===== src/sv/glyph_run_width_and_fit_defines.svh =====
// Assertion macros for the glyph run width and fit block.
// Used by the top level; expects clk_i and rst_ni in scope.
`ifndef GLYPH_RUN_WIDTH_AND_FIT_DEFINES_SVH
`define GLYPH_RUN_WIDTH_AND_FIT_DEFINES_SVH

`ifndef SYNTHESIS
// Check a property on every clock edge outside reset.
`define GWF_ASSERT(lbl, prop, msg) \
  lbl: assert property (@(posedge clk_i) disable iff (!rst_ni) prop) else $error(msg);
// Check that a condition never holds.
`define GWF_ASSERT_NEVER(lbl, cond, msg) \
  `GWF_ASSERT(lbl, !(cond), msg)
`else
`define GWF_ASSERT(lbl, prop, msg)
`define GWF_ASSERT_NEVER(lbl, cond, msg)
`endif

`endif


===== src/sv/gwf_ram.sv =====
// Generic single-write, single-read RAM with registered read data.
// No dependencies.
module gwf_ram #(
  parameter int unsigned Width = 8,
  parameter int unsigned Depth = 16
) (
  input  logic                     clk_i,
  input  logic                     we_i,
  input  logic [$clog2(Depth)-1:0] waddr_i,
  input  logic [Width-1:0]         wdata_i,
  input  logic                     re_i,
  input  logic [$clog2(Depth)-1:0] raddr_i,
  output logic [Width-1:0]         rdata_o
);

  logic [Width-1:0] mem_q [Depth];
  logic [Width-1:0] rdata_q;

  always_ff @(posedge clk_i) begin
    if (we_i) begin
      mem_q[waddr_i] <= wdata_i;
    end
    if (re_i) begin
      rdata_q <= mem_q[raddr_i];
    end
  end

  assign rdata_o = rdata_q;

endmodule


===== config.mk =====
export PLATFORM = sky130hd
export DESIGN_NAME = gwf_ram
export DESIGN_NICKNAME = d
export VERILOG_FILES = /design/src/sv/glyph_run_width_and_fit_defines.svh /design/src/sv/gwf_ram.sv
export SDC_FILE = /design/constraint.sdc
export NUM_CORES = 1
export LEC_CHECK = 0
export BUFFER_PORTS_ARGS = -buffer_cell sky130_fd_sc_hd__buf_2
export CAP_MARGIN = 10
export CORE_ASPECT_RATIO = 0.5
export CORE_MARGIN = 2
export CORE_UTILIZATION = 34
export DETAILED_ROUTE_END_ITERATION = 8
export PLACE_DENSITY = 0.57
export SETUP_SLACK_MARGIN = 0.05
export SLEW_MARGIN = 5
export SYNTH_ARGS = -nofsm -noshare
export SYNTH_HDL_FRONTEND = slang
export SYNTH_SLANG_ARGS = --single-unit

===== constraint.sdc =====
create_clock -name clk_i -period 2.2 [get_ports clk_i]
set_clock_uncertainty 0.1 [all_clocks]
set_input_delay 0.22 -clock clk_i [delete_from_list [all_inputs] [get_ports clk_i]]
set_output_delay 0.22 -clock clk_i [all_outputs]
set_load 0.01 [all_outputs]

======== After elaboration in Yosys (flattened, before gate mapping) ========
Memory sizes are Yosys's and may differ from the RTL's. A register that Yosys moved wholly into a read port is not among the register bits.
Index checks and enable logic that the tools add are counted.
word-level totals
  logic and storage cells ................. 3
  bits in registers ....................... 0
  memories ................................ 1
  memory bits (writable) .................. 128
  output and inout bits ................... 8
memories
  memory  words  bits a word  rd ports  clocked after memory_dff  write ports  RTL line       text
  mem_q   16     8            1         1                         1            gwf_ram.sv:16  logic [Width-1:0] mem_q [Depth];
operators by class
  multiplexer cells ....................... 2
operators by type and width
  kind    count
  $mux 1  2

======== Logic depth before layout (Yosys ltp) ========
  word-level depth ........................ 2
  gate-level depth with buffers ........... 5

======== Worst setup path after synthesis ========
Ideal clock, no wire load.
  path kind ............................... input to register
  from .................................... in waddr_i[2]
  to ...................................... mem mem_q[0][0], enable pin
  stages on the path ...................... 2
  data arrival time ....................... 1.330 ns
  library setup time ...................... 0.383 ns
  slack ................................... 0.387 ns
  cell sequence ........................... or3b_2 nor3_1
RTL lines
  item                RTL line       text
  start: declaration  gwf_ram.sv:9   input logic [$clog2(Depth)-1:0] waddr_i,
  end: declaration    gwf_ram.sv:16
No word-level cell before the write port.

==> implementation parameters <==
Parameter                              Value

Global routing
  Remaining global-route overflow    0
  All-layer global routing usage    13.9%
  Initial antenna violation count    0
  Largest net degree at the start of global routing    26
  Vias in the first global route    2,624
  First-pass GRT wire length    15.9 mm

Floorplan
  Die footprint    16,400 um^2
  Die Wd    179 um
  Number of rows created at floorplan    31
  Starting density of the core    35.5%
  Placeable core region    14,700 um^2
  Height of the die    91.7 um
  Ports    27

Routing
  Vias post-DR    2,468
  Post-route DRC violation count    0
  Antenna Violating Nets Remaining    0
  Initial DRC count    240
  Routed Wire Length    10.4 mm
  Average wire per cell in the routed design    20.9 um
  First-pass iteration count of the detailed router    4
  Vias per Instance    4.98

Synth
  Post-synthesis instance area    5230 um^2
  Cells after Synth    229
  Number of nets produced by synthesis    248
  Count of unique library cells instantiated by Yosys    18
  Seq/Total Area, Yosys    78.1%
  Yosys synthesis warning count    0
  FF+latch count, synth    136
  Mean Syn Cell Area    22.8 um^2

STA
  Minimum clock period after layout    1.67 ns
  RSZ-0062 raised after global routing    no
  Count of final hold-check violations    0
  Peak clock frequency supported by timing    0.598 GHz
  Max-slew violation total from the final report    0
  Smallest hold slack    0.0843 ns
  Final worst-path cycle share    76.0%
  Crit path setup slack, layout    0.529 ns
  Least-Margin Pin Slew    0.624 ns
  Setup Viol. Count Final    0
  Max_slew headroom    58.2%
  Setup TNS    0 ns

Clock tree
  Post-CTS Setup Bufs    0
  Hold bufs inserted after CTS    0
  Clock latency reported for the late side of the worst-skew pair    0.41 ns
  Buffer type at the clock tree root    sky130_fd_sc_hd__clkbuf_16
  Clock tree from TritonCTS    yes
  Clock-pin slew on the worst setup and hold paths    0.05 ns
  Number of clock sinks    136
  Longest Clk Path Bufs    2
  Total clock buffers created by CTS    17
  Number of H-tree branching levels    4
  Post-CTS resize count    0

Setup path
  Critical Path RT    2.24 ns
  Number of buffer and inverter stages on the critical path    0
  Gate family responsible for the most delay along the worst path    multiplexers
  Startpoint type of the worst setup path    flip-flop
  Delay contributed by the slowest stage of the critical path    0.51 ns
  R2r startpoint    mem_q[1][0]$_DFFE_PP_
  Category of the most critical setup path    flip-flop to flip-flop
  Worst setup path startpoint    mem_q[1][0]$_DFFE_PP_
  Critical Path Sink Type    flip-flop
  Data arrival time of the worst path    1.71 ns
  Maximum fanout along the worst path    1
  Slowest-stage cell, CP    sky130_fd_sc_hd__mux4_1
  Ordered cell list for the critical path    mux4_1, a22oi_1, nand2_1

Power
  Relative contribution of the clock network to total power    47.1%
  Psw    1.16 mW
  Reg power frac    48.3%
  Total Power Consumption    6.08 mW
  Combinational share of power    4.6%
  Switching Fraction    19.1%
  Internal power consumption    4.91 mW
  Worst IR drop on VDD    422 uV
  Pwr/cell area    962 nW/um^2
  Lkg Pwr    2.12 nW

Layout
  Util after Layout    42.9%
  Register Area    4080 um^2
  Number of nets in the final layout    305
  Area Overhead vs Synth    20.8%
  Diode count    0
  Multi-input combinational cell area    1060 um^2
  Count of fill cells added during filler insertion    1,254
  Share of cells above drive strength 1    32.6%
  Final std cell area, no fill    6320 um^2
  Final Non-Filler Cells    496

Job
  Total of max-cap violations    0

Placement
  Post-DP HPWL    6.72 mm
  Count of input and output buffers    26
  Post-DP Area    5710 um^2
  Worst setup slack before clock tree synthesis    0.202 ns
  Count of placed standard cells including taps    465
  RD Place Congestion    0.760

Hold path
  Hold path start    re_i
  Hold WC Path Type    input port to flip-flop

Status
  Outcome    complete, no violations
==> Yosys cell counts (all sizes together) <==
library cell | count | area (um^2)
nand2 | 9 | 33.8
and2b | 1 | 7.51
clkdlybuf4s25 | 3 | 30.0
and2 | 1 | 6.26
nand3 | 1 | 5.00
nor2 | 13 | 48.8
nor3 | 4 | 20.0
nand3b | 2 | 15.0
nand2b | 2 | 12.5
buf | 7 | 56.3
a22oi | 16 | 120
edfxtp | 136 | 4080
nor2b | 1 | 6.26
or3b | 1 | 8.76
mux4 | 32 | 773
==> power groups by stage <==
stage / Clock [mW] / Sequential [mW] / Combinational (mW)
after floorplan: 0 / 2.99 / 0.147
after global placement: 0 / 2.99 / 0.277
after detailed placement: 0 / 2.99 / 0.282
after CTS: 2.92 / 2.94 / 0.284
after global routing: 3.03 / 2.94 / 0.307
final: 2.86 / 2.94 / 0.280
==> flip-flops by register name (all words and copies together), names as in the netlist <==
name,count
mem_q,128
rdata_o,8
==> layout make-up <==
cell class	instances	area share, %
Multi-Input combinational cell	83	16.7
Clock buffer	17	6.73
Timing Repair Buffer	48	5.07
Sequential cell	136	64.6
Tap cell	198	3.92
Clock inverter	14	2.89
==> layer usage <==
| layer | global-route usage (%) | share of wire [%] | wire length [um] | up-vias |
|---|---|---|---|---|
| met2 | 21.5 | 48 | 4960 | 74 |
| met5 | 0 | 0 | 0 | - |
| met1 | 18.8 | 45 | 4690 | 1294 |
| met4 | 4.03 | 0.39 | 41 | 0 |
| li1 | - | - | - | 1098 |
| met3 | 4.64 | 6.7 | 698 | 2 |
==> kinds of logic (layout without fill, tap and decap cells) <==
logic type,Yosys count,count (layout),share of synthesized area (%)
muxes,32,32,14.8
DFF,136,136,78.1
buffers and inverters,10,79,1.65
AOI/OAI and AO/OA,16,16,2.30
and+or+nand+nor,35,35,3.14
==> cells in the final DEF (no fill, tap or decap), drive strengths merged, types with 2 or more instances in the layout <==
cell type  synthesis  routed
clkbuf             0      17
nor2              13      13
nand2              9       9
nor3               4       4
nand3b             2       2
clkinvlp           0       4
a22oi             16      16
buf                7      48
clkinv             0       6
edfxtp           136     136
mux4              32      32
bufinv             0       4
nand2b             2       2
==> worst reg2reg max path: cells and delay by family (launching register included) <==
kind               cells  cell delay [ns]
AOI/OAI and AO/OA      1             0.30
DFF                    1             0.36
muxes                  1             0.51
and+or+nand+nor        1             0.13
==> path summary, 6_finish.rpt <==
check	endpoint	slack (ns)	cells past startpoint
worst max register to register	rdata_o[0]$_DFFE_PP_	0.53	3
worst min-delay path	rdata_o[0]$_DFFE_PP_	0.08	1
worst min register to register	rdata_o[2]$_DFFE_PP_	0.65	3
worst max-delay path	rdata_o[0]$_DFFE_PP_	0.53	3
(Power assumes the default switching activity.)
