$ cat config.mk
export PLATFORM = sky130hd
export DESIGN_NAME = gwf_scale
export DESIGN_NICKNAME = d
export VERILOG_FILES = /design/src/sv/glyph_run_width_and_fit_defines.svh /design/src/sv/gwf_pkg.sv /design/src/sv/gwf_scale.sv
export SDC_FILE = /design/constraint.sdc
export NUM_CORES = 2
export LEC_CHECK = 0
export ABC_AREA = 1
export BUFFER_PORTS_ARGS = -buffer_cell sky130_fd_sc_hd__buf_2
export CAP_MARGIN = 20
export CORE_ASPECT_RATIO = 0.7
export CORE_MARGIN = 2
export CORE_UTILIZATION = 50
export DETAILED_ROUTE_END_ITERATION = 8
export PLACE_DENSITY = 0.68
export SYNTH_ARGS = -nofsm -noshare
export SYNTH_HDL_FRONTEND = slang
export SYNTH_SLANG_ARGS = --single-unit
$ cat constraint.sdc
create_clock -name clk_i -period 28.2 [get_ports clk_i]
set_input_delay 1.41 -clock clk_i [delete_from_list [all_inputs] [get_ports clk_i]]
set_output_delay 1.41 -clock clk_i [all_outputs]
set_load 0.02 [all_outputs]
$ cat src/sv/glyph_run_width_and_fit_defines.svh
// Assertion macros for the glyph run width and fit block.
// Used by the top level; expects clk_i and rst_ni in scope.
`ifndef GLYPH_RUN_WIDTH_AND_FIT_DEFINES_SVH
`define GLYPH_RUN_WIDTH_AND_FIT_DEFINES_SVH

`ifndef SYNTHESIS
// Check a property on every clock edge outside reset.
`define GWF_ASSERT(lbl, prop, msg) \
  lbl: assert property (@(posedge clk_i) disable iff (!rst_ni) prop) else $error(msg);
// Check that a condition never holds.
`define GWF_ASSERT_NEVER(lbl, cond, msg) \
  `GWF_ASSERT(lbl, !(cond), msg)
`else
`define GWF_ASSERT(lbl, prop, msg)
`define GWF_ASSERT_NEVER(lbl, cond, msg)
`endif

`endif

$ cat src/sv/gwf_pkg.sv
// Shared types, constants and helpers of the glyph run width and fit block.
// No dependencies.
package gwf_pkg;

  localparam int unsigned TABLE_ENTRIES = 1024;
  localparam int unsigned PROD_W = 34;

  typedef enum logic {
    FUNC_LOAD    = 1'b0,
    FUNC_MEASURE = 1'b1
  } func_e;

  typedef enum logic {
    REG_SCALE = 1'b0,
    REG_LIMIT = 1'b1
  } reg_e;

  localparam logic [15:0] SCALE_RESET = 16'd4096;
  localparam logic [46:0] LIMIT_RESET = {47{1'b1}};

  typedef struct packed {
    logic               func;
    logic [20:0]        code_point;
    logic signed [15:0] bearing_x;
    logic signed [15:0] advance;
    logic [14:0]        glyph_w;
    logic               first_char;
    logic               last_char;
  } glyph_in_t;

  typedef struct packed {
    logic signed [47:0] text_width;
    logic [19:0]        fit_bytes;
    logic               overrun;
    logic               last;
  } glyph_out_t;

  // One table entry: scaled-free metrics as loaded.
  typedef struct packed {
    logic signed [15:0] bear;
    logic signed [15:0] adv;
    logic [14:0]        wid;
  } metric_t;

  // Per-character sideband that rides along the pipeline.
  typedef struct packed {
    logic       first;
    logic       last;
    logic [2:0] len;
  } char_ctl_t;

  // Scaled candidates for both bearing rules, ready for the pen recurrence.
  typedef struct packed {
    logic                      valid;
    char_ctl_t                 ctl;
    logic signed [PROD_W-1:0]  neg_bs;
    logic signed [PROD_W-1:0]  adv_a;
    logic signed [PROD_W-1:0]  max_a;
    logic signed [PROD_W-1:0]  adv_b;
    logic signed [PROD_W-1:0]  max_b;
  } cand_t;

  function automatic logic [2:0] utf8_len(input logic [20:0] cp);
    logic [2:0] n;
    if (cp < 21'h80) begin
      n = 3'd1;
    end else if (cp < 21'h800) begin
      n = 3'd2;
    end else if (cp < 21'h10000) begin
      n = 3'd3;
    end else begin
      n = 3'd4;
    end
    return n;
  endfunction

endpackage

$ cat src/sv/gwf_scale.sv
// Scale stages: multiply the metrics by the scale, then form both bearing-rule candidates.
// Depends on gwf_pkg.
module gwf_scale import gwf_pkg::*; (
  input  logic        clk_i,
  input  logic        rst_ni,
  input  logic        valid_i,
  input  char_ctl_t   ctl_i,
  input  metric_t     metric_i,
  input  logic [15:0] scale_i,
  output logic        take_o,
  input  logic        acc_ready_i,
  output cand_t       cand_o
);

  logic                      s2_v_q;
  char_ctl_t                 s2_ctl_q;
  logic signed [32:0]        bs_q, as_q, ws_q;
  logic signed [32:0]        bs_d, as_d, ws_d;
  logic signed [16:0]        sc_s;
  logic                      s3_v_q;
  cand_t                     s3_q, s3_d;
  logic                      s3_take;
  logic signed [PROD_W-1:0]  bs_x, as_x, ws_x, ext_b;

  assign s3_take = !s3_v_q || acc_ready_i;
  assign take_o  = !s2_v_q || s3_take;

  // Multiply stage.
  always_comb begin
    sc_s = $signed({1'b0, scale_i});
    bs_d = 33'(metric_i.bear) * 33'(sc_s);
    as_d = 33'(metric_i.adv) * 33'(sc_s);
    ws_d = 33'($signed({1'b0, metric_i.wid})) * 33'(sc_s);
  end

  // Candidate stage.
  always_comb begin
    bs_x  = {bs_q[32], bs_q};
    as_x  = {as_q[32], as_q};
    ws_x  = {ws_q[32], ws_q};
    ext_b = ws_x + bs_x;
    s3_d.valid  = 1'b1;
    s3_d.ctl    = s2_ctl_q;
    s3_d.neg_bs = -bs_x;
    s3_d.adv_a  = as_x - bs_x;
    s3_d.max_a  = (s3_d.adv_a > ws_x) ? s3_d.adv_a : ws_x;
    s3_d.adv_b  = as_x;
    s3_d.max_b  = (as_x > ext_b) ? as_x : ext_b;
  end

  always_ff @(posedge clk_i or negedge rst_ni) begin
    if (!rst_ni) begin
      s2_v_q <= 1'b0;
      s3_v_q <= 1'b0;
    end else begin
      if (take_o) begin
        s2_v_q <= valid_i;
      end
      if (s3_take) begin
        s3_v_q <= s2_v_q;
      end
    end
  end

  always_ff @(posedge clk_i) begin
    if (take_o && valid_i) begin
      s2_ctl_q <= ctl_i;
      bs_q     <= bs_d;
      as_q     <= as_d;
      ws_q     <= ws_d;
    end
    if (s3_take && s2_v_q) begin
      s3_q <= s3_d;
    end
  end

  always_comb begin
    cand_o       = s3_q;
    cand_o.valid = s3_v_q;
  end

endmodule

After elaboration in Yosys (flattened, before gate mapping)
Index checks and enable logic that the tools add are counted.
{ "totals": {"regBits": 278, "elab_cells": 32} }
{ "classes": {"n_addsub": 3, "mul": 3, "n_lt_le_gt_ge": 2, "n_mux": 2, "reduce_logical": 6} }
{ "op_table": {"columns": ["cell", "count"], "rows": [
  ["$mux 34", 2],
  ["$mul 16x17->33", 2],
  ["$add 32x33->34", 1],
  ["$gt 33x34->1", 1],
  ["$gt 34x32->1", 1],
  ["$neg 33->34", 1],
  ["$sub 33x33->34", 1],
  ["$mul 15x16->31", 1],
  ["$logic_and 1x1->1", 2],
  ["$logic_not 1->1", 2],
  ["$logic_or 1x1->1", 2]
]} }

Depth between registers and ports, before layout
{ "depth": {"depth_word": 4, "depth_mapped": 31} }

Least setup slack after synthesis
No wires, ideal clock.
{ "synth_timing": {"path_type": "input to register", "start": "input acc_ready_i", "end": "register s3_q, in the netlist cand_o[0] (enable)", "setup_ns": 0.765, "arrival_ns": 9.800, "required_time_ns": 27.435, "slack_ns": 17.635, "cell_stages": 2, "cell_sequence": "inv_1 -> a21oi_1"} }
{ "synth_between": {"elab_chain_len": 2} }
{ "synth_rtl": {"columns": ["item", "line", "text"], "rows": [
  ["from (decl)", "gwf_scale.sv:11", "input logic acc_ready_i,"],
  ["$logic_or 1x1->1", "gwf_scale.sv:25", "assign s3_take = !s3_v_q || acc_ready_i;"],
  ["$logic_and 1x1->1", "gwf_scale.sv:72", "if (s3_take && s2_v_q) begin"],
  ["to (signal assigned)", "gwf_scale.sv:73", "s3_q <= s3_d;"],
  ["to (decl)", "gwf_scale.sv:21", "cand_t s3_q, s3_d;"]
]} }
No other way between the ends.
A chain may end at the register's enable or synchronous reset.

Worst setup path after layout
{ "layout_timing": {"start": "input scale_i[9]", "end": "register ws_q[19], data pin"} }
{ "layout_between": {"elab_chain_len": 1} }
{ "layout_rtl": {"columns": ["item", "line", "text"], "rows": [
  ["from (decl)", "gwf_scale.sv:9", "input logic [15:0] scale_i,"],
  ["$mul 15x16->31", "gwf_scale.sv:33", "ws_d = 33'($signed({1'b0, metric_i.wid})) * 33'(sc_s);"],
  ["named net ws_d[19]", "gwf_scale.sv:18", "logic signed [32:0] bs_d, as_d, ws_d;"],
  ["to (signal assigned)", "gwf_scale.sv:70", "ws_q <= ws_d;"],
  ["to (decl)", "gwf_scale.sv:17", "logic signed [32:0] bs_q, as_q, ws_q;"]
]} }
The timed path passes the listed nets, and every way through them passes these cells.

==> metrics.md <==
| Metric | Value |
|---|---|
| Io pins | `between 200 and 250` |
| TritonCTS clock tree | `built` |
| Setup TNS | `0 ps` |
| GR Util All Layers | `0.289` |
| Mapped cell area | `between 40000 and 50000 µm²` |
| Clock latency on the worst-skew pair | `around 570 ps` |
| Combinational family with the most area after synthesis | `adder cells` |
| FF-to-FF path depth | `24` |
| Hold Fails Final Rpt | `0` |
| Routed WL per cell | `19.4 µm` |
| Slew margin rel. | `0.288` |
| Number of flops mapped to enable cells by yosys | `276` |
| Critical path endpoint category | `flop` |
| Initial Utilization | `0.506` |
| Simple-gate share of the synthesized area | `0.157` |
| Status | `finished clean` |
| Yosys warns | `0` |
| GPL Wtd Cong | `roughly 1.0` |
| XOR/XNOR Fraction of Synth Area | `0.0369` |
| Critical Path RT | `approximately 29000 ps` |
| CTS Sinks | `278` |
| Post-Synth Adder-Cell Area | `0.414` |
| Final instance area | `around 44000 µm²` |
| Compound-Gate Fraction of Synth Area | `0.0540` |
| Distinct cells, synth | `just under 50` |
| Resized cells post-CTS | `0` |
| Dominant cell type by area after synthesis | `fa_1` |
| Drt total wl | `between 100000 and 150000 µm` |
| Die height | `246 µm` |
| Number of global-route vias before repair | `~34000` |
| Most common cell in the netlist | `inv_1` |
| CTS Buf Count | `24` |
| Rows | `88` |
| Slew @ Worst Pin | `roughly 1100 ps` |
| Top cells by count, synth | `inv_1, nand2_1, fa_1, ha_1, edfxtp_1` |
| Top FF cell, synth | `edfxtp_1` |
| PortBufs | `248` |
| RR Startpoint | `ws_q[2]$_DFFE_PP_` |
| #FFs+latches synth | `between 200 and 300` |
| DRC viols | `0` |
| Worst Setup Path Type | `primary input to flop` |
| Setup Fix Bufs, Post-CTS | `0` |
| Pin count of the biggest net entering global routing | `between 80 and 90` |
| Clock Skew | `23.0 ps` |
| Gate Count Post-Synth | `5025` |
| Ys async rst share | `0.00719` |
| FMAX | `approximately 140 MHz` |
| FF-to-FF End | `cand_o[29]$_DFFE_PP_` |
| Hold_sp | `s2_ctl_q[0]$_DFFE_PP_` |
| First-pass GRT wire length | `about 190000 µm` |
| FF/Latch Area | `between 8000 and 9000 µm²` |
| DR pass1 iterations | `7` |
| RSZ-0062 raised after global routing | `no` |
| 1st-iter DRT viols | `approximately 3000` |
| # hold bufs at CTS | `0` |
| Area growth, synth to finish | `6.69%` |
| Post-DP Area | `between 40000 and 50000 µm²` |
| H-tree depth | `1` |
| Max Root-Sink Buffers | `3` |
| Drt via density | `approximately 5.3` |
| Root buffer cell | `clkbuf_16` |
| CTS clock-pin slew for the worst setup and hold paths | `around 70 ps` |
| Die Wd | `between 300 and 400 µm` |
| Worst min-delay path class | `flop to flop` |
| Maxcap violations | `0` |
| Core region area | `about 80000 µm²` |
| Crit Path Max Fanout | `46` |
| Worst setup SP type | `primary input` |
| Final setup viols | `0` |
| Final global-route overflow total | `0` |
| Die ar. | `roughly 86000 µm²` |
| Arrival time at the worst endpoint | `~7300 ps` |
| Total number of vias | `around 33000` |
| Syn avg cell area | `8.30 µm²` |
| Routed Antenna Nets | `0` |
| Period Utilization, post-route | `0.247` |
| Minimum clock period | `6960 ps` |
| WHS Path Cells | `0` |
| Fill cells | `~7700` |
| Final Max Tran Viols | `0` |
| Share of the synthesized area in the top cell type | `0.274` |
| Area contributors post-synth | `fa_1, edfxtp_1, ha_1` |
| Syn nets | `6136` |
| Fraction of layout cells with a size suffix above 1 | `0.0645` |
| Final core occ | `0.539` |
| Sequential fraction of the synthesis area | `0.200` |
| Multi-input gate area | `about 28000 µm²` |
| Mux contribution to synthesized area | `0` |
| Dpl hpwl | `roughly 98000 µm` |
| Fin nets | `6240` |
| Worst Hold Endpoint | `cand_o[170]$_DFFE_PP_` |
| Worst R2R Setup Slack | `22600 ps` |
| Initial antenna violation count | `5` |
==> placed cells by master (no fill, tap or decap), drive strengths merged <==
cell and n:
xor2 133, diode 6, and2 1, inv 1320, nand2 1210, a31oi 5, o311ai 1, o31ai 2
a21boi 10, edfxtp 276, clkbuf 32, o221ai 5, or2 1, ha 469, nor3b 1, a221oi 2
a21o 25, o21ai 96, bufinv 2, nand4 25, nand3 155, clkinv 4, buf 270, fa 570
nor3 37, nor4b 1, o21a 13, o211ai 8, nor2 182, a21oi 204, conb 1, nand3b 1
a211oi 5, o2111ai 2, xnor2 41, o21bai 20, dfrtp 2, nor4 12
==> state kept, by name, indices dropped and copies added, names as in the netlist <==
signal    cells
s3_v_q        1
s2_ctl_q      5
bs_q         33
ws_q         31
s2_v_q        1
as_q         33
cand_o      174
==> final cells by class <==
type                            count  area share
Antenna cell                        6    0.000338
Clock inverter                      9     0.00262
Tap cell                         1080      0.0304
Clock buffer                       32      0.0151
Inverter                         1317       0.111
Multi-Input combinational cell   3238       0.621
Sequential cell                   278       0.187
Timing Repair Buffer              270      0.0316
==> worst max path at each step <==
stage / from / to / cells after the start
detailed placement: scale_i[10] / ws_q[19]$_DFFE_PP_ / 26
floorplan: acc_ready_i / cand_o[0]$_DFFE_PP_ / 2
CTS: scale_i[10] / ws_q[19]$_DFFE_PP_ / 26
global route: scale_i[10] / ws_q[21]$_DFFE_PP_ / 25
finish: scale_i[9] / ws_q[19]$_DFFE_PP_ / 26
global placement: scale_i[10] / ws_q[19]$_DFFE_PP_ / 26
==> metal layers <==
metal  vias up  routed length, µm  global-route usage
met1     16100              53500               0.417
met5         -                  0                   0
met2      1296              52000               0.443
met4         0               2290              0.0551
met3       156              12900              0.0733
li1      15300                  -                   -
==> kinds of logic after synthesis <==
kind of cell / after synthesis
other: 1
and+or+nand+nor: 1626
xor gates and xnor gates: 174
adders and majority gates: 1039
AOI/OAI and AO/OA: 398
DFF: 278
buffers and inverters: 1509
==> worst max-delay path: stages <==
cell,delay (ps)
buf_2,100
buf_4,320
nand2_1,140
inv_1,60
fa_1,500
inv_1,50
fa_1,530
inv_1,60
fa_1,520
inv_1,60
fa_1,530
inv_1,50
fa_1,480
inv_1,50
fa_1,480
inv_1,50
ha_1,320
a21o_1,190
o21bai_1,170
a21oi_1,210
inv_1,60
a21oi_1,360
o21ai_0,230
nand3_1,110
nand2_1,60
xor2_1,150
==> per-stage QoR <==
stage	instances	worst slack, ps	hold WS, ps
2_1_floorplan	5025	17640	400
5_1_grt	6226	20880	439
6_report	6230	21240	424
3_5_place_dp	6183	20670	406
3_3_place_gp	6183	20790	401
4_1_cts	6224	21280	424
Power is not shown: default switching activity piles up to over one toggle a cycle in this logic, so the estimate is an artifact.
