## src/sv/glyph_run_width_and_fit_defines.svh

```systemverilog
// Assertion macros for the glyph run width and fit block.
// Used by the top level; expects clk_i and rst_ni in scope.
`ifndef GLYPH_RUN_WIDTH_AND_FIT_DEFINES_SVH
`define GLYPH_RUN_WIDTH_AND_FIT_DEFINES_SVH

`ifndef SYNTHESIS
// Check a property on every clock edge outside reset.
`define GWF_ASSERT(lbl, prop, msg) \
  lbl: assert property (@(posedge clk_i) disable iff (!rst_ni) prop) else $error(msg);
// Check that a condition never holds.
`define GWF_ASSERT_NEVER(lbl, cond, msg) \
  `GWF_ASSERT(lbl, !(cond), msg)
`else
`define GWF_ASSERT(lbl, prop, msg)
`define GWF_ASSERT_NEVER(lbl, cond, msg)
`endif

`endif

```

## src/sv/gwf_pkg.sv

```systemverilog
// Shared types, constants and helpers of the glyph run width and fit block.
// No dependencies.
package gwf_pkg;

  localparam int unsigned TABLE_ENTRIES = 1024;
  localparam int unsigned PROD_W = 34;

  typedef enum logic {
    FUNC_LOAD    = 1'b0,
    FUNC_MEASURE = 1'b1
  } func_e;

  typedef enum logic {
    REG_SCALE = 1'b0,
    REG_LIMIT = 1'b1
  } reg_e;

  localparam logic [15:0] SCALE_RESET = 16'd4096;
  localparam logic [46:0] LIMIT_RESET = {47{1'b1}};

  typedef struct packed {
    logic               func;
    logic [20:0]        code_point;
    logic signed [15:0] bearing_x;
    logic signed [15:0] advance;
    logic [14:0]        glyph_w;
    logic               first_char;
    logic               last_char;
  } glyph_in_t;

  typedef struct packed {
    logic signed [47:0] text_width;
    logic [19:0]        fit_bytes;
    logic               overrun;
    logic               last;
  } glyph_out_t;

  // One table entry: scaled-free metrics as loaded.
  typedef struct packed {
    logic signed [15:0] bear;
    logic signed [15:0] adv;
    logic [14:0]        wid;
  } metric_t;

  // Per-character sideband that rides along the pipeline.
  typedef struct packed {
    logic       first;
    logic       last;
    logic [2:0] len;
  } char_ctl_t;

  // Scaled candidates for both bearing rules, ready for the pen recurrence.
  typedef struct packed {
    logic                      valid;
    char_ctl_t                 ctl;
    logic signed [PROD_W-1:0]  neg_bs;
    logic signed [PROD_W-1:0]  adv_a;
    logic signed [PROD_W-1:0]  max_a;
    logic signed [PROD_W-1:0]  adv_b;
    logic signed [PROD_W-1:0]  max_b;
  } cand_t;

  function automatic logic [2:0] utf8_len(input logic [20:0] cp);
    logic [2:0] n;
    if (cp < 21'h80) begin
      n = 3'd1;
    end else if (cp < 21'h800) begin
      n = 3'd2;
    end else if (cp < 21'h10000) begin
      n = 3'd3;
    end else begin
      n = 3'd4;
    end
    return n;
  endfunction

endpackage

```

## src/sv/gwf_run_acc.sv

```systemverilog
// Pen recurrence: rule choice, running width, fit byte count, overrun flag, result register.
// Depends on gwf_pkg.
module gwf_run_acc import gwf_pkg::*; (
  input  logic        clk_i,
  input  logic        rst_ni,
  input  cand_t       cand_i,
  input  logic [46:0] limit_i,
  output logic        ready_o,
  output logic        out_valid_o,
  input  logic        out_stall_i,
  output glyph_out_t  out_item_o
);

  localparam logic signed [47:0] WMax = {1'b0, {47{1'b1}}};
  localparam logic signed [47:0] WMin = {1'b1, {47{1'b0}}};

  logic signed [47:0] pen_q, pen_d, pen_e;
  logic [19:0]        cnt_q, cnt_d, cnt_e;
  logic               ov_q, ov_d, ov_e;
  logic               out_v_q;
  glyph_out_t         out_q, out_d;
  logic               step;
  logic               rule_a;
  logic signed [47:0] neg_bs_x, tw;
  logic signed [PROD_W-1:0] adv_sel, max_sel;
  logic [20:0]        cnt_sum;

  function automatic logic signed [47:0] add_sat(input logic signed [47:0] a,
                                                 input logic signed [PROD_W-1:0] b);
    logic signed [48:0] s;
    logic signed [47:0] r;
    s = {a[47], a} + {{(49-PROD_W){b[PROD_W-1]}}, b};
    if (s[48] != s[47]) begin
      r = s[48] ? WMin : WMax;
    end else begin
      r = s[47:0];
    end
    return r;
  endfunction

  assign ready_o = !out_v_q || !out_stall_i;
  assign step    = cand_i.valid && ready_o;

  always_comb begin
    // A first character starts the string from a clean pen.
    pen_e = cand_i.ctl.first ? '0 : pen_q;
    cnt_e = cand_i.ctl.first ? '0 : cnt_q;
    ov_e  = cand_i.ctl.first ? 1'b0 : ov_q;

    neg_bs_x = {{(48-PROD_W){cand_i.neg_bs[PROD_W-1]}}, cand_i.neg_bs};
    rule_a   = pen_e < neg_bs_x;
    adv_sel  = rule_a ? cand_i.adv_a : cand_i.adv_b;
    max_sel  = rule_a ? cand_i.max_a : cand_i.max_b;

    tw    = add_sat(pen_e, max_sel);
    pen_d = add_sat(pen_e, adv_sel);

    ov_d    = ov_e || (tw > $signed({1'b0, limit_i}));
    cnt_sum = {1'b0, cnt_e} + {18'b0, cand_i.ctl.len};
    if (ov_d) begin
      cnt_d = cnt_e;
    end else if (cnt_sum[20]) begin
      cnt_d = '1;
    end else begin
      cnt_d = cnt_sum[19:0];
    end

    out_d.text_width = tw;
    out_d.fit_bytes  = cnt_d;
    out_d.overrun    = ov_d;
    out_d.last       = cand_i.ctl.last;
  end

  always_ff @(posedge clk_i or negedge rst_ni) begin
    if (!rst_ni) begin
      pen_q   <= '0;
      cnt_q   <= '0;
      ov_q    <= 1'b0;
      out_v_q <= 1'b0;
    end else begin
      if (ready_o) begin
        out_v_q <= cand_i.valid;
      end
      if (step) begin
        pen_q <= pen_d;
        cnt_q <= cnt_d;
        ov_q  <= ov_d;
      end
    end
  end

  always_ff @(posedge clk_i) begin
    if (step) begin
      out_q <= out_d;
    end
  end

  assign out_valid_o = out_v_q;
  assign out_item_o  = out_q;

endmodule

```

## config.mk

```make
export PLATFORM = sky130hd
export DESIGN_NAME = gwf_run_acc
export DESIGN_NICKNAME = d
export VERILOG_FILES = /design/src/sv/glyph_run_width_and_fit_defines.svh /design/src/sv/gwf_pkg.sv /design/src/sv/gwf_run_acc.sv
export SDC_FILE = /design/constraint.sdc
export NUM_CORES = 1
export LEC_CHECK = 0
export BUFFER_PORTS_ARGS = -buffer_cell sky130_fd_sc_hd__buf_2
export CAP_MARGIN = 20
export CORE_MARGIN = 4
export CORE_UTILIZATION = 48
export CTS_CLUSTER_SIZE = 8
export DETAILED_ROUTE_END_ITERATION = 16
export PLACE_DENSITY = 0.71
export SYNTH_ARGS = -nofsm -noshare
export SYNTH_HDL_FRONTEND = slang
export SYNTH_SLANG_ARGS = --single-unit
export TNS_END_PERCENT = 5
```

## constraint.sdc

```tcl
create_clock -name clk_i -period 12.83 [get_ports clk_i]
set_input_delay 3.2075 -clock clk_i [delete_from_list [all_inputs] [get_ports clk_i]]
set_output_delay 3.2075 -clock clk_i [all_outputs]
set_load 0.005 [all_outputs]
```

Yosys cells after proc, flatten, opt, wreduce, memory -nomap -nowiden
Cells that the tools add are included.

storage, ports and cells
  flip-flop bits (word level) = 140
  bits in latches = 0
  bits in writable memories = 0
  bits in read-only memories = 0
  input port bits = 226
  output and inout bits = 72
  logic and storage cells = 31
  memories kept = 0

cells by class
  add/subtract/negate cells = 3
  multiply operators = 0
  div/mod/pow operators = 0
  magnitude comparators = 2
  eq/ne operators = 2
  shifts and indexed selects = 0
  muxes and demuxes = 11
  bitwise gates (word level) = 0
  reduce and logical (&&, ||, !) cells = 5

operator list
  kind                                             count
  48-bit 2-to-1 mux                                5
  48-bit by 34-bit adder with 49-bit output        2
  34-bit 2-to-1 mux                                2
  20-bit 2-to-1 mux                                3
  48-bit greater-than comparator                   1
  48-bit by 34-bit < comparator with 1-bit output  1
  20-bit by 3-bit adder with 21-bit output         1
  1-bit zero test                                  2
  1-bit logical OR                                 2
  1-bit != test                                    2
  1-bit logical AND                                1
  1-bit 2-to-1 mux                                 1

Longest topological paths before layout
  depth after elaboration = 9
  depth in mapped cells = 54
  gate-level depth less buffers = 46

Worst setup path before layout
No wires, ideal clock.

  path type = in2reg
  start point = in cand_i[174] (netlist bit)
  end point = reg out_q (netlist bit out_item_o[16]), data pin
  library setup time = 0.266 ns
  arrival = 12.885 ns
  data required time = 12.564 ns
  path slack = -0.320 ns
  stages = 52
  path buffers = 8
  cell sequence = buf_2 clkbuf_1 buf_1 nor2b_1 ha_1 buf_2 nand4_4 nor4_4 o311ai_4 a211oi_2 nor3_2 nor2_4 buf_1 mux2_2 ha_1 a21o_1 a21oi_1 nor2b_1 (+16 left out) ha_1 nor2b_1 o21a_1 o21a_1 o21a_1 o21a_1 o21a_1 o21a_1 o21ai_0 a21oi_1 nor3_1 o21ai_0 o21a_1 nand3_2 o21ai_4 buf_2 o31ai_1 nand2_1

on the way
  cells in the longest elaborated chain, start to end = 9
  elaborated cells between the ends (all ways) = 14
  those cells by class = 2 x add/sub; 2 x order compare; 1 x eq/ne; 8 x mux; 1 x reduce/logical

RTL lines
  element                                                    RTL line                              source
  start: declaration                                         gwf_run_acc.sv:6                      input cand_t cand_i,
  48-bit 2-to-1 mux *                                        gwf_run_acc.sv:46                     pen_e = cand_i.ctl.first ? '0 : pen_q;
  48-bit by 34-bit < comparator with 1-bit output            gwf_run_acc.sv:51                     rule_a = pen_e < neg_bs_x;
  34-bit 2-to-1 mux                                          gwf_run_acc.sv:53                     max_sel = rule_a ? cand_i.max_a : cand_i.max_b;
  48-bit by 34-bit adder with 49-bit output *                gwf_run_acc.sv:32                     s = {a[47], a} + {{(49-PROD_W){b[PROD_W-1]}}, b};
  48-bit 2-to-1 mux / 1-bit != test (equally long branches)  gwf_run_acc.sv:34, gwf_run_acc.sv:33
  48-bit 2-to-1 mux *                                        gwf_run_acc.sv:33                     if (s[48] != s[47]) begin
  via tw[1]                                                  gwf_run_acc.sv:24                     logic signed [47:0] neg_bs_x, tw;
  48-bit greater-than comparator *                           gwf_run_acc.sv:58                     ov_d = ov_e || (tw > $signed({1'b0, limit_i}));
  1-bit logical OR *                                         gwf_run_acc.sv:58
  20-bit 2-to-1 mux *                                        gwf_run_acc.sv:60                     if (ov_d) begin
  via cnt_d[14]                                              gwf_run_acc.sv:18                     logic [19:0] cnt_q, cnt_d, cnt_e;
  end signal: assignment                                     gwf_run_acc.sv:94                     out_q <= out_d;
  end: declaration                                           gwf_run_acc.sv:21                     glyph_out_t out_q, out_d;

The timed path passes the listed nets; every way through them passes the cells marked *.
A chain may end at the register's enable or synchronous reset.

Worst setup path in the final report
  start point = in cand_i[174] (netlist bit)
  end point = reg cnt_q[7]

on the way
  cells in the longest elaborated chain, start to end = 9
  elaborated cells between the ends (all ways) = 14
  those cells by class = 2 x add/sub; 2 x order compare; 1 x eq/ne; 8 x mux; 1 x reduce/logical

RTL lines
  element                                                    RTL line                              source
  48-bit 2-to-1 mux *                                        gwf_run_acc.sv:46
  48-bit by 34-bit < comparator with 1-bit output            gwf_run_acc.sv:51
  34-bit 2-to-1 mux                                          gwf_run_acc.sv:53
  48-bit by 34-bit adder with 49-bit output *                gwf_run_acc.sv:32
  48-bit 2-to-1 mux / 1-bit != test (equally long branches)  gwf_run_acc.sv:34, gwf_run_acc.sv:33
  48-bit 2-to-1 mux *                                        gwf_run_acc.sv:33
  via tw[1]                                                  gwf_run_acc.sv:24
  48-bit greater-than comparator *                           gwf_run_acc.sv:58
  1-bit logical OR *                                         gwf_run_acc.sv:58
  20-bit 2-to-1 mux *                                        gwf_run_acc.sv:60
  end signal: assignment                                     gwf_run_acc.sv:86                     cnt_q <= cnt_d;
  end: declaration                                           gwf_run_acc.sv:18

Marked as above.

==> impl_results.md <==
* Syn_area_per_cell at 8.57 sq um
* Synth Cell Area at 15,100 sq um
* Sw Ratio at 47.3%
* Seq/Total Area, Yosys at 25.5%
* Placed Area at 17,400 sq um
* DR pass1 iterations at 5
* F_max at 82.2 MHz
* CORE AREA at 30,800 sq um
* Cell area after layout at 18,100 sq um
* CP arrival at 12,470 ps
* Worst hold slack at 475 ps
* Vias at 14.4k
* Die W at 186 um
* Crit-path leading delay family: compound AO/OA/AOI/OAI gates
* GR peak layer: met2
* Max Root-Sink Buffers at 2
* Num Clock Sinks at 140
* Pin count of the biggest net entering global routing at 105
* Predominant post-synthesis flop cell: edfxtp_1
* Area Overhead vs Synth at 19.3%
* Cell leakage power at 8.97 nW
* Worst path max stage delay at 430 ps
* Row count at 64
* # H-tree levels at 4
* Synth async-reset ratio at 50.0%
* Tot Pwr at 4.93 mW
* Syn Nets at 2,182
* Sw power at 2.33 mW
* Slew headroom at 28.9%
* Initial antenna violation count at 3
* Synthesis-stage register bit count at 140
* Initial Utilization at 49.1%
* First-pass GRT wire length at 73,800 um
* DRT iter0 DRCs at 1,096
* Max-Cap Viols at 0
* Flop pwr share at 16.5%
* Met1 usage at 40.3%
* CP Class: primary input to flop
* Die Y-Extent at 186 um
* Crit path time final at 12,170 ps
* Drt wl/cell at 19.4 um
* CTS root buffer: clkbuf_16
* Antenna violation net count after detailed routing at 0
* Max FO, Critical Path at 18
* Clock skew at 13.7 ps
* Int Power at 2.60 mW
* RSZ-0062 raised after global routing: no
* Power per standard cell area at 273 nW/um^2
* Cts bufs inserted at 17
* Worst Setup Start Kind: primary input
* Post-DP HPWL at 38,900 um
* Comb pwr share at 73.4%
* Cells on worst reg2reg path at 46
* Via/cell ratio at 5.79
* WP data required at 13,130 ps
* Global routing usage on met2 at 42.2%
* Residual DRC at 0
* CTS tree: built
* Hold Path Cell Cnt at 2
* CP bufs+invs at 5
* Total GRT Usage at 27.1%
* Status: completed
* Clock latency on the worst-skew pair at 430 ps
* Clk slew on worst S/H paths at 70 ps
* Final wirelength at 48,200 um
* Grt total ovfl at 0
* Netlist cell types at 96
* Power share of the clock group at 10.1%
* Cells after Synth at 1,767
* Count of pins over their slew limit at 0
* Final hold violation count at 0
* Final core utilization at 58.6%
* Die area at 34,400 sq um
* Worst-Margin Slew at 1070 ps
* Fin crit share at 94.9%
* Crit. End Element: flop
* IO buf count at 297
* CP Depth at 48
* Met3 Usage GRT at 3.15%
* Gpl congestion at 0.998
* Slowest CP cell: nor4_2
* Peak VDD IR at 130 uV
* Post-synth EDFFs at 70
* Vias in the first global route at 13.5k
* Ys Warns at 0
* Layout cells sized above 1 at 25.1%
* Hold Crit Class: flop to flop
* I/O pin count at 298
* Final Setup Violations at 0
* Nets at 2,496
* Crit-path most repeated cell: a21o_1
==> cells in the final DEF (no fill, tap or decap), drive strengths merged, types with 57 or more instances in the layout <==
cell	Yosys	routed
a21oi	125	125
o21ai	130	130
inv	125	126
mux2	63	63
nand2	152	152
buf	23	360
nor2	97	97
xnor2	57	57
edfxtp	70	70
nor2b	84	84
a21o	112	112
dfrtp	70	70
ha	186	186
==> sequential cells by signal (all words and copies together), names as in the netlist <==
name,flops
out_valid_o,1
ov_q,1
pen_q,48
out_item_o,70
cnt_q,20
==> layer usage <==
layer	wire length, um	share of wire, %
met2	21400	44
met1	22700	47
met3	3440	7.1
met4	762	1.6
met5	7	0.015
==> worst min-delay path: cells and delay by family (launching register included) <==
family,cells,cell delay [ps]
compound gates,1,60
flops,1,340
simple gates,1,40
==> stage by stage <==
step	setup WS, ps	std cells	TNS (ps)
2_1_floorplan	10.2	1767	0
3_3_place_gp	-45.6	2455	-74.0
3_5_place_dp	-354	2455	-6070
4_1_cts	62.4	2487	0
5_1_grt	7.20	2492	0
6_report	660	2492	0
==> power by group through the flow <==
stage               sequential, mW  clock (mW)  combinational, mW
floorplan                    0.818           0               2.56
global placement             0.818           0               3.47
detailed placement           0.821           0               3.53
CTS                          0.812       0.506               3.56
global route                 0.829       0.522               4.00
finish                       0.814       0.499               3.62
==> worst paths after layout <==
path	from	to	slack [ps]
hold / removal	pen_q[46]	pen_q[46]	470
setup / recovery	cand_i[174]	cnt_q[7]	660
setup reg to reg	pen_q[22]	cnt_q[7]	3340
hold reg to reg	pen_q[46]	pen_q[46]	470
max in group asynchronous	rst_ni	cnt_q[16]	9070
min in group asynchronous	rst_ni	cnt_q[2]	2610
==> synthesized netlist by cell type, drive strengths merged, types with 26 or more instances <==
master	number	area share, %
nor2	97	2.5
dfrtp	70	12
xor2	31	1.8
mux2	63	4.7
nor3	38	1.3
a21o	112	5.6
ha	186	15
clkbuf	42	1.0
xnor2	57	3.5
nand2	152	3.8
inv	125	3.1
nand2b	26	1.1
nor2b	84	3.5
edfxtp	70	14
a21oi	125	4.2
maj3	41	2.8
o21ai	130	4.4
nand3	40	1.4
==> area by class of cell <==
cell class	instances	area (sq um)
clock buffers	20	458
well taps	396	495
diodes	2	5.00
flip-flops and latches	140	3850
repair buffers	360	2020
multi-input cells	1436	10600
fillers	2729	12800
inverters	126	478
clock inverters	12	115
==> cell families (layout without fill, tap and decap cells) <==
group | count (synthesis) | count (layout) | synth area share [%]
AOI/OAI and AO/OA | 525 | 525 | 23.2
xor gates and xnor gates | 88 | 88 | 5.27
adders and majority gates | 230 | 230 | 18.6
buffers and inverters | 191 | 518 | 4.97
DFF | 140 | 140 | 25.5
muxes | 72 | 72 | 5.31
other | 0 | 2 | 0
and+or+nand+nor | 521 | 521 | 17.3
==> what timing repair did <==
item | 4_1_cts | 5_1_grt
setup endpoints to repair | 0 | 42
resized for setup | 0 | 34
hold buffers | 0 | 0
buffers inserted | 0 | 3
(Power assumes the default switching activity.)
